`src/design/etd_pkg.sv`:
```
// ----------------------------------------------------------------------------
// etd_pkg
// Shared types and constants of the energy transient detector.
// ----------------------------------------------------------------------------
package etd_pkg;

    localparam int SAMPLE_W  = 16;
    localparam int ENERGY_W  = 31;
    localparam int SUM_W     = 42;
    localparam int COUNT_W   = 13;
    localparam int COOL_W    = 17;
    localparam int BLOCK_MAX = 4096;
    localparam int MAG_W     = SAMPLE_W + 1;
    localparam int COEF_W    = 17;
    localparam int PROD_W    = COEF_W + ENERGY_W;
    localparam int DIV_CNT_W = $clog2(ENERGY_W);

    localparam int APB_ADDR_W = 3;
    localparam int APB_DATA_W = 32;

    localparam logic [COEF_W-1:0] ATTACK_OLD   = 17'd58982;
    localparam logic [COEF_W-1:0] RELEASE_OLD  = 17'd3277;
    localparam logic [COEF_W-1:0] COEF_ONE     = 17'd65536;
    localparam logic [COEF_W-1:0] THRESH_BASE  = 17'd85197;

    localparam logic [7:0]  SENS_RESET = 8'd128;
    localparam logic [15:0] COOL_RESET = 16'd2400;

    localparam logic signed [COOL_W:0] COOL_MIN = -18'sd65536;

    typedef enum logic [0:0] {
        REG_SENSITIVITY = 1'b0,
        REG_COOLDOWN    = 1'b1
    } reg_index_t;

    typedef struct packed {
        logic signed [SAMPLE_W-1:0] sample;
        logic                       last_in_block;
    } in_item_t;

    typedef struct packed {
        logic                transient_fired;
        logic [ENERGY_W-1:0] block_energy;
        logic [ENERGY_W-1:0] envelope_level;
    } out_item_t;

    typedef struct packed {
        logic [7:0]  sensitivity;
        logic [15:0] cooldown_samples;
    } cfg_t;

    typedef struct packed {
        logic busy;
        logic done;
    } div_status_t;

endpackage

```
`src/design/etd_cfg_regs.sv`:
```
// ----------------------------------------------------------------------------
// etd_cfg_regs
// APB register file: sensitivity and cooldown reload.
// ----------------------------------------------------------------------------
module etd_cfg_regs (
    input  logic                             clk,
    input  logic                             rst_n,
    input  logic                             psel,
    input  logic                             penable,
    input  logic                             pwrite,
    input  logic [etd_pkg::APB_ADDR_W-1:0]   paddr,
    input  logic [etd_pkg::APB_DATA_W-1:0]   pwdata,
    output logic [etd_pkg::APB_DATA_W-1:0]   prdata,
    output logic                             pready,
    output etd_pkg::cfg_t                    cfg
);
    import etd_pkg::*;

    cfg_t       cfg_reg;
    cfg_t       cfg_next;
    reg_index_t reg_idx;
    logic       wr_en;

    assign reg_idx = reg_index_t'(paddr[2]);
    assign wr_en   = psel && penable && pwrite;
    assign pready  = 1'b1;
    assign cfg     = cfg_reg;

    always_comb
    begin
        cfg_next = cfg_reg;
        prdata   = '0;
        case (reg_idx)
            REG_SENSITIVITY:
            begin
                prdata = {24'd0, cfg_reg.sensitivity};
                if (wr_en)
                begin
                    cfg_next.sensitivity = pwdata[7:0];
                end
            end
            REG_COOLDOWN:
            begin
                prdata = {16'd0, cfg_reg.cooldown_samples};
                if (wr_en)
                begin
                    cfg_next.cooldown_samples = pwdata[15:0];
                end
            end
            default:
            begin
                prdata = '0;
            end
        endcase
    end

    always_ff @(posedge clk or negedge rst_n)
    begin
        if (!rst_n)
        begin
            cfg_reg.sensitivity      <= SENS_RESET;
            cfg_reg.cooldown_samples <= COOL_RESET;
        end
        else
        begin
            cfg_reg <= cfg_next;
        end
    end

endmodule

```
`src/design/etd_mul_unit.sv`:
```
// ----------------------------------------------------------------------------
// etd_mul_unit
// Shared unsigned 17x31 multiplier with registered product.
// ----------------------------------------------------------------------------
module etd_mul_unit (
    input  logic                          clk,
    input  logic [etd_pkg::COEF_W-1:0]    op_a,
    input  logic [etd_pkg::ENERGY_W-1:0]  op_b,
    output logic [etd_pkg::PROD_W-1:0]    prod
);
    import etd_pkg::*;

    logic [PROD_W-1:0] prod_reg;
    logic [PROD_W-1:0] prod_next;

    assign prod_next = PROD_W'(op_a) * PROD_W'(op_b);
    assign prod      = prod_reg;

    always_ff @(posedge clk)
    begin
        prod_reg <= prod_next;
    end

endmodule

```
`src/design/etd_div_unit.sv`:
```
// ----------------------------------------------------------------------------
// etd_div_unit
// Restoring divider, one quotient bit per cycle: block sum / sample count.
// ----------------------------------------------------------------------------
module etd_div_unit (
    input  logic                          clk,
    input  logic                          rst_n,
    input  logic                          start,
    input  logic [etd_pkg::SUM_W-1:0]     dividend,
    input  logic [etd_pkg::COUNT_W-1:0]   divisor,
    output logic [etd_pkg::ENERGY_W-1:0]  quotient,
    output etd_pkg::div_status_t          status
);
    import etd_pkg::*;

    logic                 busy_reg;
    logic                 busy_next;
    logic                 done_reg;
    logic                 done_next;
    logic [COUNT_W-1:0]   rem_reg;
    logic [COUNT_W-1:0]   rem_next;
    logic [ENERGY_W-1:0]  shift_reg;
    logic [ENERGY_W-1:0]  shift_next;
    logic [DIV_CNT_W-1:0] step_reg;
    logic [DIV_CNT_W-1:0] step_next;
    logic [COUNT_W:0]     trial;
    logic [COUNT_W:0]     diff;
    logic                 ge;

    // quotient < 2^31 so the top 11 dividend bits are already below the divisor
    assign trial = {rem_reg, shift_reg[ENERGY_W-1]};
    assign ge    = trial >= {1'b0, divisor};
    assign diff  = trial - {1'b0, divisor};

    always_comb
    begin
        busy_next  = busy_reg;
        done_next  = 1'b0;
        rem_next   = rem_reg;
        shift_next = shift_reg;
        step_next  = step_reg;
        if (start)
        begin
            busy_next  = 1'b1;
            rem_next   = COUNT_W'(dividend[SUM_W-1:ENERGY_W]);
            shift_next = dividend[ENERGY_W-1:0];
            step_next  = '0;
        end
        else if (busy_reg)
        begin
            rem_next   = ge ? diff[COUNT_W-1:0] : trial[COUNT_W-1:0];
            shift_next = {shift_reg[ENERGY_W-2:0], ge};
            step_next  = step_reg + DIV_CNT_W'(1);
            if (step_reg == DIV_CNT_W'(ENERGY_W - 1))
            begin
                busy_next = 1'b0;
                done_next = 1'b1;
            end
        end
    end

    always_ff @(posedge clk or negedge rst_n)
    begin
        if (!rst_n)
        begin
            busy_reg <= 1'b0;
            done_reg <= 1'b0;
            step_reg <= '0;
        end
        else
        begin
            busy_reg <= busy_next;
            done_reg <= done_next;
            step_reg <= step_next;
        end
    end

    always_ff @(posedge clk)
    begin
        rem_reg   <= rem_next;
        shift_reg <= shift_next;
    end

    assign quotient    = shift_reg;
    assign status.busy = busy_reg;
    assign status.done = done_reg;

endmodule

```
`src/design/energy_transient_detector_unit.sv`:
```
// ----------------------------------------------------------------------------
// energy_transient_detector_unit
// Block energy onset detector: squares and sums samples, divides at block
// end, updates an attack/release envelope and fires on energy jumps.
// ----------------------------------------------------------------------------
//  channel | direction | handshake              | payload
//  in      | input     | in_valid / in_ready    | in_data (sample, last_in_block)
//  out     | output    | out_valid / out_ready  | out_data (fired, energy, envelope)
//  cfg     | input     | APB psel/penable/pready| paddr, pwdata, prdata
//
//  A sample that does not close a block passes through accept, square and sum.
//  A closing sample then also runs the divider (one quotient bit per cycle) and 5
//  multiply/compare steps on the shared multiplier.
//  The result sits in an output register; a new sample is taken while it waits,
//  and the next closing block stalls only if the register is still full.
//  Reset clears the envelope, cooldown, sum and count; no clearing pass.
// ----------------------------------------------------------------------------
module energy_transient_detector_unit (
    input  logic                             clk,
    input  logic                             rst_n,
    input  logic                             in_valid,
    output logic                             in_ready,
    input  etd_pkg::in_item_t                in_data,
    output logic                             out_valid,
    input  logic                             out_ready,
    output etd_pkg::out_item_t               out_data,
    input  logic                             psel,
    input  logic                             penable,
    input  logic                             pwrite,
    input  logic [etd_pkg::APB_ADDR_W-1:0]   paddr,
    input  logic [etd_pkg::APB_DATA_W-1:0]   pwdata,
    output logic [etd_pkg::APB_DATA_W-1:0]   prdata,
    output logic                             pready
);
    import etd_pkg::*;

    typedef enum logic [8:0] {
        S_IDLE = 9'b000000001,
        S_SQ   = 9'b000000010,
        S_ACC  = 9'b000000100,
        S_DIV  = 9'b000001000,
        S_MA   = 9'b000010000,
        S_MB   = 9'b000100000,
        S_MC   = 9'b001000000,
        S_MT   = 9'b010000000,
        S_OUT  = 9'b100000000
    } state_t;

    state_t                    state_reg, state_next;
    logic [MAG_W-1:0]          mag_reg, mag_next;
    logic                      last_reg, last_next;
    logic [SUM_W-1:0]          sum_reg, sum_next;
    logic [COUNT_W-1:0]        count_reg, count_next;
    logic [ENERGY_W-1:0]       env_reg, env_next;
    logic signed [COOL_W-1:0]  cool_reg, cool_next;
    logic [ENERGY_W-1:0]       energy_reg, energy_next;
    logic                      attack_reg, attack_next;
    logic [PROD_W-1:0]         acc_reg, acc_next;
    logic                      out_valid_reg, out_valid_next;
    out_item_t                 out_data_reg, out_data_next;

    cfg_t                      cfg;
    logic [COEF_W-1:0]         mul_a;
    logic [ENERGY_W-1:0]       mul_b;
    logic [PROD_W-1:0]         prod;
    logic                      div_start;
    logic [ENERGY_W-1:0]       quotient;
    div_status_t               div_st;

    logic [MAG_W-1:0]          samp_sx;
    logic [SUM_W:0]            sum_add;
    logic [SUM_W-1:0]          sum_sat;
    logic [COUNT_W-1:0]        count_inc;
    logic                      block_end;
    logic [COEF_W-1:0]         old_w;
    logic [COEF_W-1:0]         factor;
    logic [PROD_W:0]           env_sum;
    logic signed [COOL_W:0]    cool_dec;
    logic                      fire;
    logic                      out_free;

    etd_cfg_regs u_cfg (
        .clk     (clk),
        .rst_n   (rst_n),
        .psel    (psel),
        .penable (penable),
        .pwrite  (pwrite),
        .paddr   (paddr),
        .pwdata  (pwdata),
        .prdata  (prdata),
        .pready  (pready),
        .cfg     (cfg)
    );

    etd_mul_unit u_mul (
        .clk  (clk),
        .op_a (mul_a),
        .op_b (mul_b),
        .prod (prod)
    );

    etd_div_unit u_div (
        .clk      (clk),
        .rst_n    (rst_n),
        .start    (div_start),
        .dividend (sum_sat),
        .divisor  (count_reg),
        .quotient (quotient),
        .status   (div_st)
    );

    assign samp_sx   = {in_data.sample[SAMPLE_W-1], in_data.sample};
    assign sum_add   = {1'b0, sum_reg} + (SUM_W + 1)'(prod[ENERGY_W-1:0]);
    assign sum_sat   = sum_add[SUM_W] ? {SUM_W{1'b1}} : sum_add[SUM_W-1:0];
    assign count_inc = count_reg + COUNT_W'(1);
    assign block_end = last_reg || (count_inc == COUNT_W'(BLOCK_MAX));
    assign old_w     = attack_reg ? ATTACK_OLD : RELEASE_OLD;
    assign factor    = THRESH_BASE - {3'd0, cfg.sensitivity, 6'd0};
    assign env_sum   = {1'b0, acc_reg} + {1'b0, prod} + (PROD_W + 1)'(32768);
    assign cool_dec  = {cool_reg[COOL_W-1], cool_reg} - (COOL_W + 1)'(count_reg);
    assign fire      = (env_reg != '0)
                    && ({1'b0, energy_reg, 16'd0} > prod)
                    && (cool_reg[COOL_W-1] || (cool_reg == '0));
    assign out_free  = !out_valid_reg || out_ready;
    assign div_start = (state_reg == S_ACC) && block_end;

    // shared multiplier operand select
    always_comb
    begin
        mul_a = '0;
        mul_b = '0;
        case (state_reg)
            S_SQ:
            begin
                mul_a = mag_reg;
                mul_b = ENERGY_W'(mag_reg);
            end
            S_MA:
            begin
                mul_a = old_w;
                mul_b = env_reg;
            end
            S_MB:
            begin
                mul_a = COEF_ONE - old_w;
                mul_b = energy_reg;
            end
            S_MT, S_OUT:
            begin
                mul_a = factor;
                mul_b = env_reg;
            end
            default:
            begin
                mul_a = '0;
                mul_b = '0;
            end
        endcase
    end

    always_comb
    begin
        state_next     = state_reg;
        mag_next       = mag_reg;
        last_next      = last_reg;
        sum_next       = sum_reg;
        count_next     = count_reg;
        env_next       = env_reg;
        cool_next      = cool_reg;
        energy_next    = energy_reg;
        attack_next    = attack_reg;
        acc_next       = acc_reg;
        out_valid_next = out_valid_reg;
        out_data_next  = out_data_reg;

        if (out_valid_reg && out_ready)
        begin
            out_valid_next = 1'b0;
        end

        case (state_reg)
            S_IDLE:
            begin
                if (in_valid)
                begin
                    mag_next   = in_data.sample[SAMPLE_W-1] ? (~samp_sx + MAG_W'(1))
                                                            : samp_sx;
                    last_next  = in_data.last_in_block;
                    state_next = S_SQ;
                end
            end
            S_SQ:
            begin
                state_next = S_ACC;
            end
            S_ACC:
            begin
                sum_next   = sum_sat;
                count_next = count_inc;
                state_next = block_end ? S_DIV : S_IDLE;
            end
            S_DIV:
            begin
                if (div_st.done)
                begin
                    energy_next = quotient;
                    attack_next = quotient > env_reg;
                    state_next  = S_MA;
                end
            end
            S_MA:
            begin
                state_next = S_MB;
            end
            S_MB:
            begin
                acc_next   = prod;
                state_next = S_MC;
            end
            S_MC:
            begin
                env_next = env_sum[ENERGY_W+15:16];
                if (!cool_reg[COOL_W-1] && (cool_reg != '0))
                begin
                    cool_next = (cool_dec < COOL_MIN) ? COOL_MIN[COOL_W-1:0]
                                                      : cool_dec[COOL_W-1:0];
                end
                state_next = S_MT;
            end
            S_MT:
            begin
                state_next = S_OUT;
            end
            S_OUT:
            begin
                if (out_free)
                begin
                    out_valid_next                = 1'b1;
                    out_data_next.transient_fired = fire;
                    out_data_next.block_energy    = energy_reg;
                    out_data_next.envelope_level  = env_reg;
                    if (fire)
                    begin
                        cool_next = COOL_W'(cfg.cooldown_samples);
                    end
                    sum_next   = '0;
                    count_next = '0;
                    state_next = S_IDLE;
                end
            end
            default:
            begin
                state_next = S_IDLE;
            end
        endcase
    end

    always_ff @(posedge clk or negedge rst_n)
    begin
        if (!rst_n)
        begin
            state_reg     <= S_IDLE;
            sum_reg       <= '0;
            count_reg     <= '0;
            env_reg       <= '0;
            cool_reg      <= '0;
            out_valid_reg <= 1'b0;
        end
        else
        begin
            state_reg     <= state_next;
            sum_reg       <= sum_next;
            count_reg     <= count_next;
            env_reg       <= env_next;
            cool_reg      <= cool_next;
            out_valid_reg <= out_valid_next;
        end
    end

    always_ff @(posedge clk)
    begin
        mag_reg      <= mag_next;
        last_reg     <= last_next;
        energy_reg   <= energy_next;
        attack_reg   <= attack_next;
        acc_reg      <= acc_next;
        out_data_reg <= out_data_next;
    end

    assign in_ready  = (state_reg == S_IDLE);
    assign out_valid = out_valid_reg;
    assign out_data  = out_data_reg;

`ifndef SYNTHESIS
    a_count_bound: assert property (@(posedge clk) disable iff (!rst_n)
        count_reg <= COUNT_W'(BLOCK_MAX))
        else $error("sample count beyond block limit");

    a_div_done_state: assert property (@(posedge clk) disable iff (!rst_n)
        div_st.done |-> (state_reg == S_DIV))
        else $error("divider finished outside divide phase");

    a_out_range: assert property (@(posedge clk) disable iff (!rst_n)
        out_valid_reg |-> (out_data_reg.envelope_level <= ENERGY_W'(32'h4000_0000))
                       && (out_data_reg.block_energy <= ENERGY_W'(32'h4000_0000)))
        else $error("energy or envelope above unity");

    a_fire_reload: assert property (@(posedge clk) disable iff (!rst_n)
        ((state_reg == S_OUT) && out_free && fire)
        |=> (cool_reg == COOL_W'($past(cfg.cooldown_samples))))
        else $error("cooldown not reloaded after transient");
`endif

endmodule

```
`config.mk`:
```
export PLATFORM = sky130hd
export DESIGN_NAME = energy_transient_detector_unit
export DESIGN_NICKNAME = d
export VERILOG_FILES = /design/src/design/etd_pkg.sv /design/src/design/etd_cfg_regs.sv /design/src/design/etd_mul_unit.sv /design/src/design/etd_div_unit.sv /design/src/design/energy_transient_detector_unit.sv
export SDC_FILE = /design/constraint.sdc
export NUM_CORES = 2
export LEC_CHECK = 0
export BUFFER_PORTS_ARGS = -buffer_cell sky130_fd_sc_hd__buf_2
export CORE_MARGIN = 1.5
export CORE_UTILIZATION = 50
export DETAILED_ROUTE_END_ITERATION = 12
export PLACE_DENSITY = 0.75
export SLEW_MARGIN = 20
export SYNTH_ARGS = -nofsm -noshare
export SYNTH_HDL_FRONTEND = slang
export SYNTH_SLANG_ARGS = --single-unit
export TNS_END_PERCENT = 10
```
`constraint.sdc`:
```
create_clock -name clk -period 7.95 [get_ports clk]
set_input_delay 0.795 -clock clk [delete_from_list [all_inputs] [get_ports clk]]
set_output_delay 0.795 -clock clk [all_outputs]
set_load 0.005 [all_outputs]
```
# Word-level counts from Yosys, hierarchy flattened
# Index checks and enable logic that the tools add are counted.
[totals]
output_inout_bits = 98
reg_bits = 396
input_bits = 59
wordCells = 121
[op_classes]
magnitude_cmp = 4
n_eq_ne = 16
n_reduce_logical = 28
n_addsub = 10
mul = 1
bitwise_logic = 2
muxes = 36
[ops]
columns = ["op", "n"]
rows = [
  ["31-bit case mux with 3 select lines", 1],
  ["42-bit 2-to-1 mux", 2],
  ["42-bit case mux with 2 select lines", 1],
  ["9-bit case mux with 9 select lines", 1],
  ["17-bit 2-to-1 mux", 4],
  ["17-bit case mux with 4 select lines", 1],
  ["32-bit case mux with 2 select lines", 1],
  ["31-bit 2-to-1 mux", 2],
  ["47-bit by 48-bit greater-than comparator with 1-bit output", 1],
  ["17-bit by 31-bit multiplier with 48-bit output", 1],
  ["47-bit by 16-bit adder with 47-bit output (second input constant)", 1],
  ["47-bit adder", 1],
  ["42-bit by 31-bit adder with 43-bit output", 1],
  ["17-bit case mux with 2 select lines", 1],
  ["31-bit greater-than comparator", 1],
  ["31-bit nonzero test", 1],
  ["9-bit 2-to-1 mux", 3],
  ["13-bit 2-to-1 mux", 2],
  ["13-bit case mux with 2 select lines", 1],
  ["11-bit 2-to-1 mux", 2],
  ["18-bit by 17-bit < comparator with 1-bit output (second input constant)", 1],
  ["17-bit by 14-bit subtractor with 18-bit output", 1],
  ["17-bit by 1-bit adder with 17-bit output (second input constant)", 1],
  ["17-bit zero test", 1],
  ["other kinds (36)", 64],
]

# Longest topological paths before layout
[depth]
depth_word = 6
depth_mapped = 35
ltp_nobuf = 32

# Cells and area by module
# A second synthesis with hierarchy kept.
[hier_totals]
hier_cells = 4119
hier_area_um2 = 39618.0
[modules_own_cells]
columns = ["module", "cells_each", "area_per_inst_um2", "n_inst", "seq_area_each_um2"]
rows = [
  ["etd_mul_unit", 2036, 17803.3, 1, 960.9],
  ["energy_transient_detector_unit", 1749, 17599.4, 1, 7633.6],
  ["etd_div_unit", 246, 2956.6, 1, 1476.4],
  ["etd_cfg_regs", 88, 1258.7, 1, 606.8],
]

# Least setup slack after synthesis
# Ideal clock, no wire load.
[synth_path]
path_type = "reg-to-reg"
from = "reg state_reg[7]"
to = "reg u_mul.prod_reg[47] (netlist: u_mul.prod[47])"
path_buffers = 4
arrival_ns = 8.147
path_stages_with_launch = 36
period_less_slack_ns = 8.219
setup_time_ns = 0.072
slack_ns = -0.269
required_time_ns = 7.878
path_cell_list = "dfrtp_1 > nor2_1 > nor4b_1 > nor2b_1 > nor2b_1 > nand3b_1 > nand2_1 > buf_2 > buf_4 > nand2_1 > nand2_1 > buf_2 > nand2_1 > fa_1 > inv_1 > fa_1 > inv_1 > fa_1 > inv_1 > fa_1 > fa_1 > inv_1 > fa_1 > inv_1 > ha_1 > clkbuf_1 > a21oi_1 > o211ai_1 > a311oi_1 > a2111oi_0 > nor2_1 > a31oi_1 > a2111oi_0 > o21bai_1 > a21oi_1 > xnor2_1"
[synth_via]
elab_chain_cells = 4
word_cells_on_any_way = 10
cone_classes = "mul (1); eq/ne (5); mux (2); reduce/logical (2)"
[synth_rtl]
columns = ["item", "line", "text"]
rows = [
  ["from (decl)", "energy_transient_detector_unit.sv:49", "state_t state_reg, state_next;"],
  ["from (signal assigned)", "energy_transient_detector_unit.sv:271", "state_reg <= state_next;"],
  ["9-bit equality test, or another cell as far along", "energy_transient_detector_unit.sv:132", "case (state_reg)"],
  ["3-bit OR reduction (no line) or 2-bit OR reduction (tied branches)", "n/a", ""],
  ["31-bit case mux with 3 select lines or 17-bit case mux with 4 select lines (tied branches)", "energy_transient_detector_unit.sv:132", ""],
  ["17-bit by 31-bit multiplier with 48-bit output *", "etd_mul_unit.sv:16", "assign prod_next = PROD_W'(op_a) * PROD_W'(op_b);"],
  ["net u_mul.prod_next[47]", "etd_mul_unit.sv:14", "logic [PROD_W-1:0] prod_next;"],
  ["to (signal assigned)", "etd_mul_unit.sv:21", "prod_reg <= prod_next;"],
  ["to (decl)", "etd_mul_unit.sv:13", "logic [PROD_W-1:0] prod_reg;"],
]
# The timed path passes the listed nets; every way through them passes the cells marked *.
# A chain may end at the register's enable or synchronous reset.

# Worst setup path in the final report
[layout_path]
from = "reg state_reg[1]"
to = "reg u_mul.prod_reg[47] (netlist: u_mul.prod[47])"
# Same word-level chain as after synthesis.

==> results.yml <==
power:
  combPwrFrac_pct: 40.4
  power_leakage_nw: 22.06
  total_power_mw: 8.571
  seqPwrFrac_pct: 34.7
  clock_power_share_pct: 25.0
  power_density_nw_per_um2: 185.0
  power_switching_mw: 3.248
  internal_power_mw: 5.323
  power_switching_share_pct: 37.89
  vdd_drop_max_mv: 0.5187
sta:
  hold_viol: 0
  worst_hold_slack_ps: 188.2
  worst_slew_pin_slew_ps: 1073
  fin_crit_ps: 8008
  slew_headroom_pct: 28.48
  setup_viol: 2
  final_max_slew_viol_count: 0
  setup_slack_ps: -57.54
  rsz0062_at_grt: "true"
  fin_skew_ps: 47.27
  setup_tns_ps: -86.15
  clock.fmax_ghz: 0.1249
  fin_crit_sh_pct: 100.7
worst_setup_path:
  start_kind: "register"
  critical_path_class: "reg -> reg"
  crit_top_cell: "fa_1"
  end_kind: "register"
  r2r_start: "state_reg[1]"
  worstPathArrival_ps: 8480
  cpPeakStageDelay_ps: 550
  cp_data_required_time_ps: 8420
  setup.worst_path.start: "state_reg[1]"
  cp_slowest_cell: "fa_1"
  cp_max_fo: 8
routing:
  drc_errors: 0
  num_vias: 32410
  routed_wl_um: 121600
  drt_pass1_iterations: 6
  vias_per_cell: 5.703
  drt_iter0_drc: 3354
  antenna_left: 0
  wire_per_inst_um: 21.41
clock_tree:
  cts_tree: "done"
  clockBufferDepth: 3
  cts_hold_buf: 0
  htree_levels: 2
  clock_sinks: 396
  clockRootBuffer: "clkbuf_16"
  cts.clk_slew.worst_paths_ps: 60
  cts_buffers: 44
  clkLatencyLatePin_ps: 600
synthesis:
  synth_most_common_cell: "inv_1"
  ys.flop_type: "edfxtp_1"
  synth_top_cell_area_share_pct: 22.50
  synth_seq_cells: 396
  yosysWarningCount: 0
  yosys.area.top_type: "fa_1"
  synthTopCellsByArea: "fa_1 22%, edfxtp_1 16%, ha_1 11%"
  syn_area_per_cell_um2: 9.292
  syn_area_um2: 38890
  seq_area_frac_synth_pct: 27.46
  synthArstFlopShare_pct: 36.36
  syn_inst: 4185
  ys_top_cells_by_count: "666 x inv_1, 604 x nand2_1, 437 x fa_1, 335 x ha_1, 307 x nor2_1"
  synth_cell_types: 88
  synth-edff-count: 202
hold_path:
  hold_class: "in -> async"
job:
  maxCapViolCount: 0
floorplan:
  die_w_um: 281.9
  initial_utilization_pct: 50.36
  die_h_um: 281.9
  row_count: 102
  die-area_um2: 79460
  core-area_um2: 77210
  io_pins: 157
run_status:
  violations: "negative setup slack"
  status: "complete, but fails checks"
placement:
  placed_cell_area_um2: 43390
  dpl.hpwl_um: 96130
  port_buffers: 121
  dp_cells: 5555
  gp_congestion: 1.029
grt:
  grt_pass1_vias: 31660
  grt_max_degree: 82
  antenna_found_initial: 10
  grt_use_total_pct: 30.43
  grt_overflow: 0
  grt_pass1_wl_um: 182900
cells_and_area:
  fin_area_um2: 46340
  fin_cells: 5682
  area_growth_pct: 19.16
  largest_register_ffs: 63
  fillerInstances: 6327
  drive_gt1_share_pct: 18.62
  final_nets: 5435
==> power by group through the flow <==
| stage | Combinational [mW] | Sequential, mW | Clock, mW |
|---|---|---|---|
| floorplan | 2.26 | 2.81 | 0 |
| global route | 3.78 | 3.00 | 2.22 |
| CTS | 3.32 | 2.95 | 2.15 |
| detailed placement | 3.27 | 2.99 | 0 |
| finish | 3.46 | 2.97 | 2.14 |
| global placement | 3.19 | 2.98 | 0 |
==> layer usage <==
layer / track usage, % / vias to the layer above / part of all wire (%)
met5: 0 / - / 0.082
met4: 9.994 / 12 / 3.9
met1: 41.75 / 15910 / 40
li1: - / 14590 / -
met3: 7.715 / 271 / 11
met2: 47.07 / 1628 / 45
==> layout by cell type, fill, tap and decap left out, types with 16 or more instances in the layout <==
cell type  synthesis  layout
a211oi_1          22      17
a21o_1           103     103
a21oi_1          205     188
a21oi_2            1      16
a22oi_1           25      24
a31oi_1           29      26
and2_1            45      37
and3_1            24      20
buf_12             0      42
buf_2             32     120
buf_4             20     340
buf_6              1      20
clkbuf_16          0      48
conb_1             2      18
dfrtp_1          138     138
dfxtp_1           50      50
edfxtp_1         202     202
fa_1             437     419
fa_2               0      18
ha_1             335     313
ha_4               0      19
inv_1            666     650
inv_2              2      17
mux2_2            35      34
nand2_1          604     565
nand2_2            1      28
nand2b_1          24      23
nand3_1           53      50
nand4_1           39      39
nor2_1           307     277
nor2_2             0      24
nor2b_1           28      26
nor3_1            36      35
nor4_1            19      18
o211ai_1          17      17
o21a_1            27      27
o21ai_0          175     164
xnor2_1           96      96
xor2_1            46      46
==> layout make-up <==
class | count | area, um^2 | area share [%]
Multi-Input combinational cell | 2965 | 26000 | 56.11
Sequential cell | 396 | 10680 | 23.04
Timing Repair Buffer | 528 | 4354 | 9.397
Inverter | 669 | 2512 | 5.422
Tap cell | 1040 | 1301 | 2.808
Clock buffer | 65 | 1282 | 2.768
Clock inverter | 17 | 205.2 | 0.4428
Antenna cell | 2 | 5.005 | 0.01080
==> worst paths after layout <==
path	to	slack, ps	depth (start not counted)
min	u_cfg.cfg[12]	190	1
max	u_mul.prod[47]	-60	34
max reg2reg	u_mul.prod[47]	-60	34
min reg2reg	sum_reg[2]	480	2
max in group asynchronous	sum_reg[15]	6500	2
min in group clk	u_cfg.cfg[11]	450	2
==> cell families after synthesis <==
logic type      count (synthesis)  share of synthesized area, %
fa+ha+maj                     772                         33.28
simple gates                 1244                         14.12
buf+inv                       840                         8.427
mux                            44                         1.245
flops                         396                         27.46
other cells                     2                       0.01931
xor+xnor                      142                         3.198
compound gates                745                         12.26
==> stage by stage <==
stage / setup WS [ps] / util, %
after detailed placement: -532.5 / 56.20
after CTS: -42.77 / 58.74
final: -57.54 / 60.01
after global routing: -350.4 / 60.01
after global placement: -465.3 / 56.20
after floorplan: 23.57 / -
==> critical path, delay by kind of cell, from the launching register on <==
kind | cells | cell delay (ps)
fa+ha+maj | 7 | 3360
simple gates | 10 | 1820
compound gates | 7 | 1310
buf+inv | 9 | 850
flops | 1 | 410
xor+xnor | 1 | 120
==> what timing repair did <==
item	CTS	global route
buffers inserted	8	34
pin swaps	38	148
setup endpoints to repair	18	22
gates resized for setup	83	183
gates cloned	2	2
Note: power is estimated with default switching activity, not from simulation.
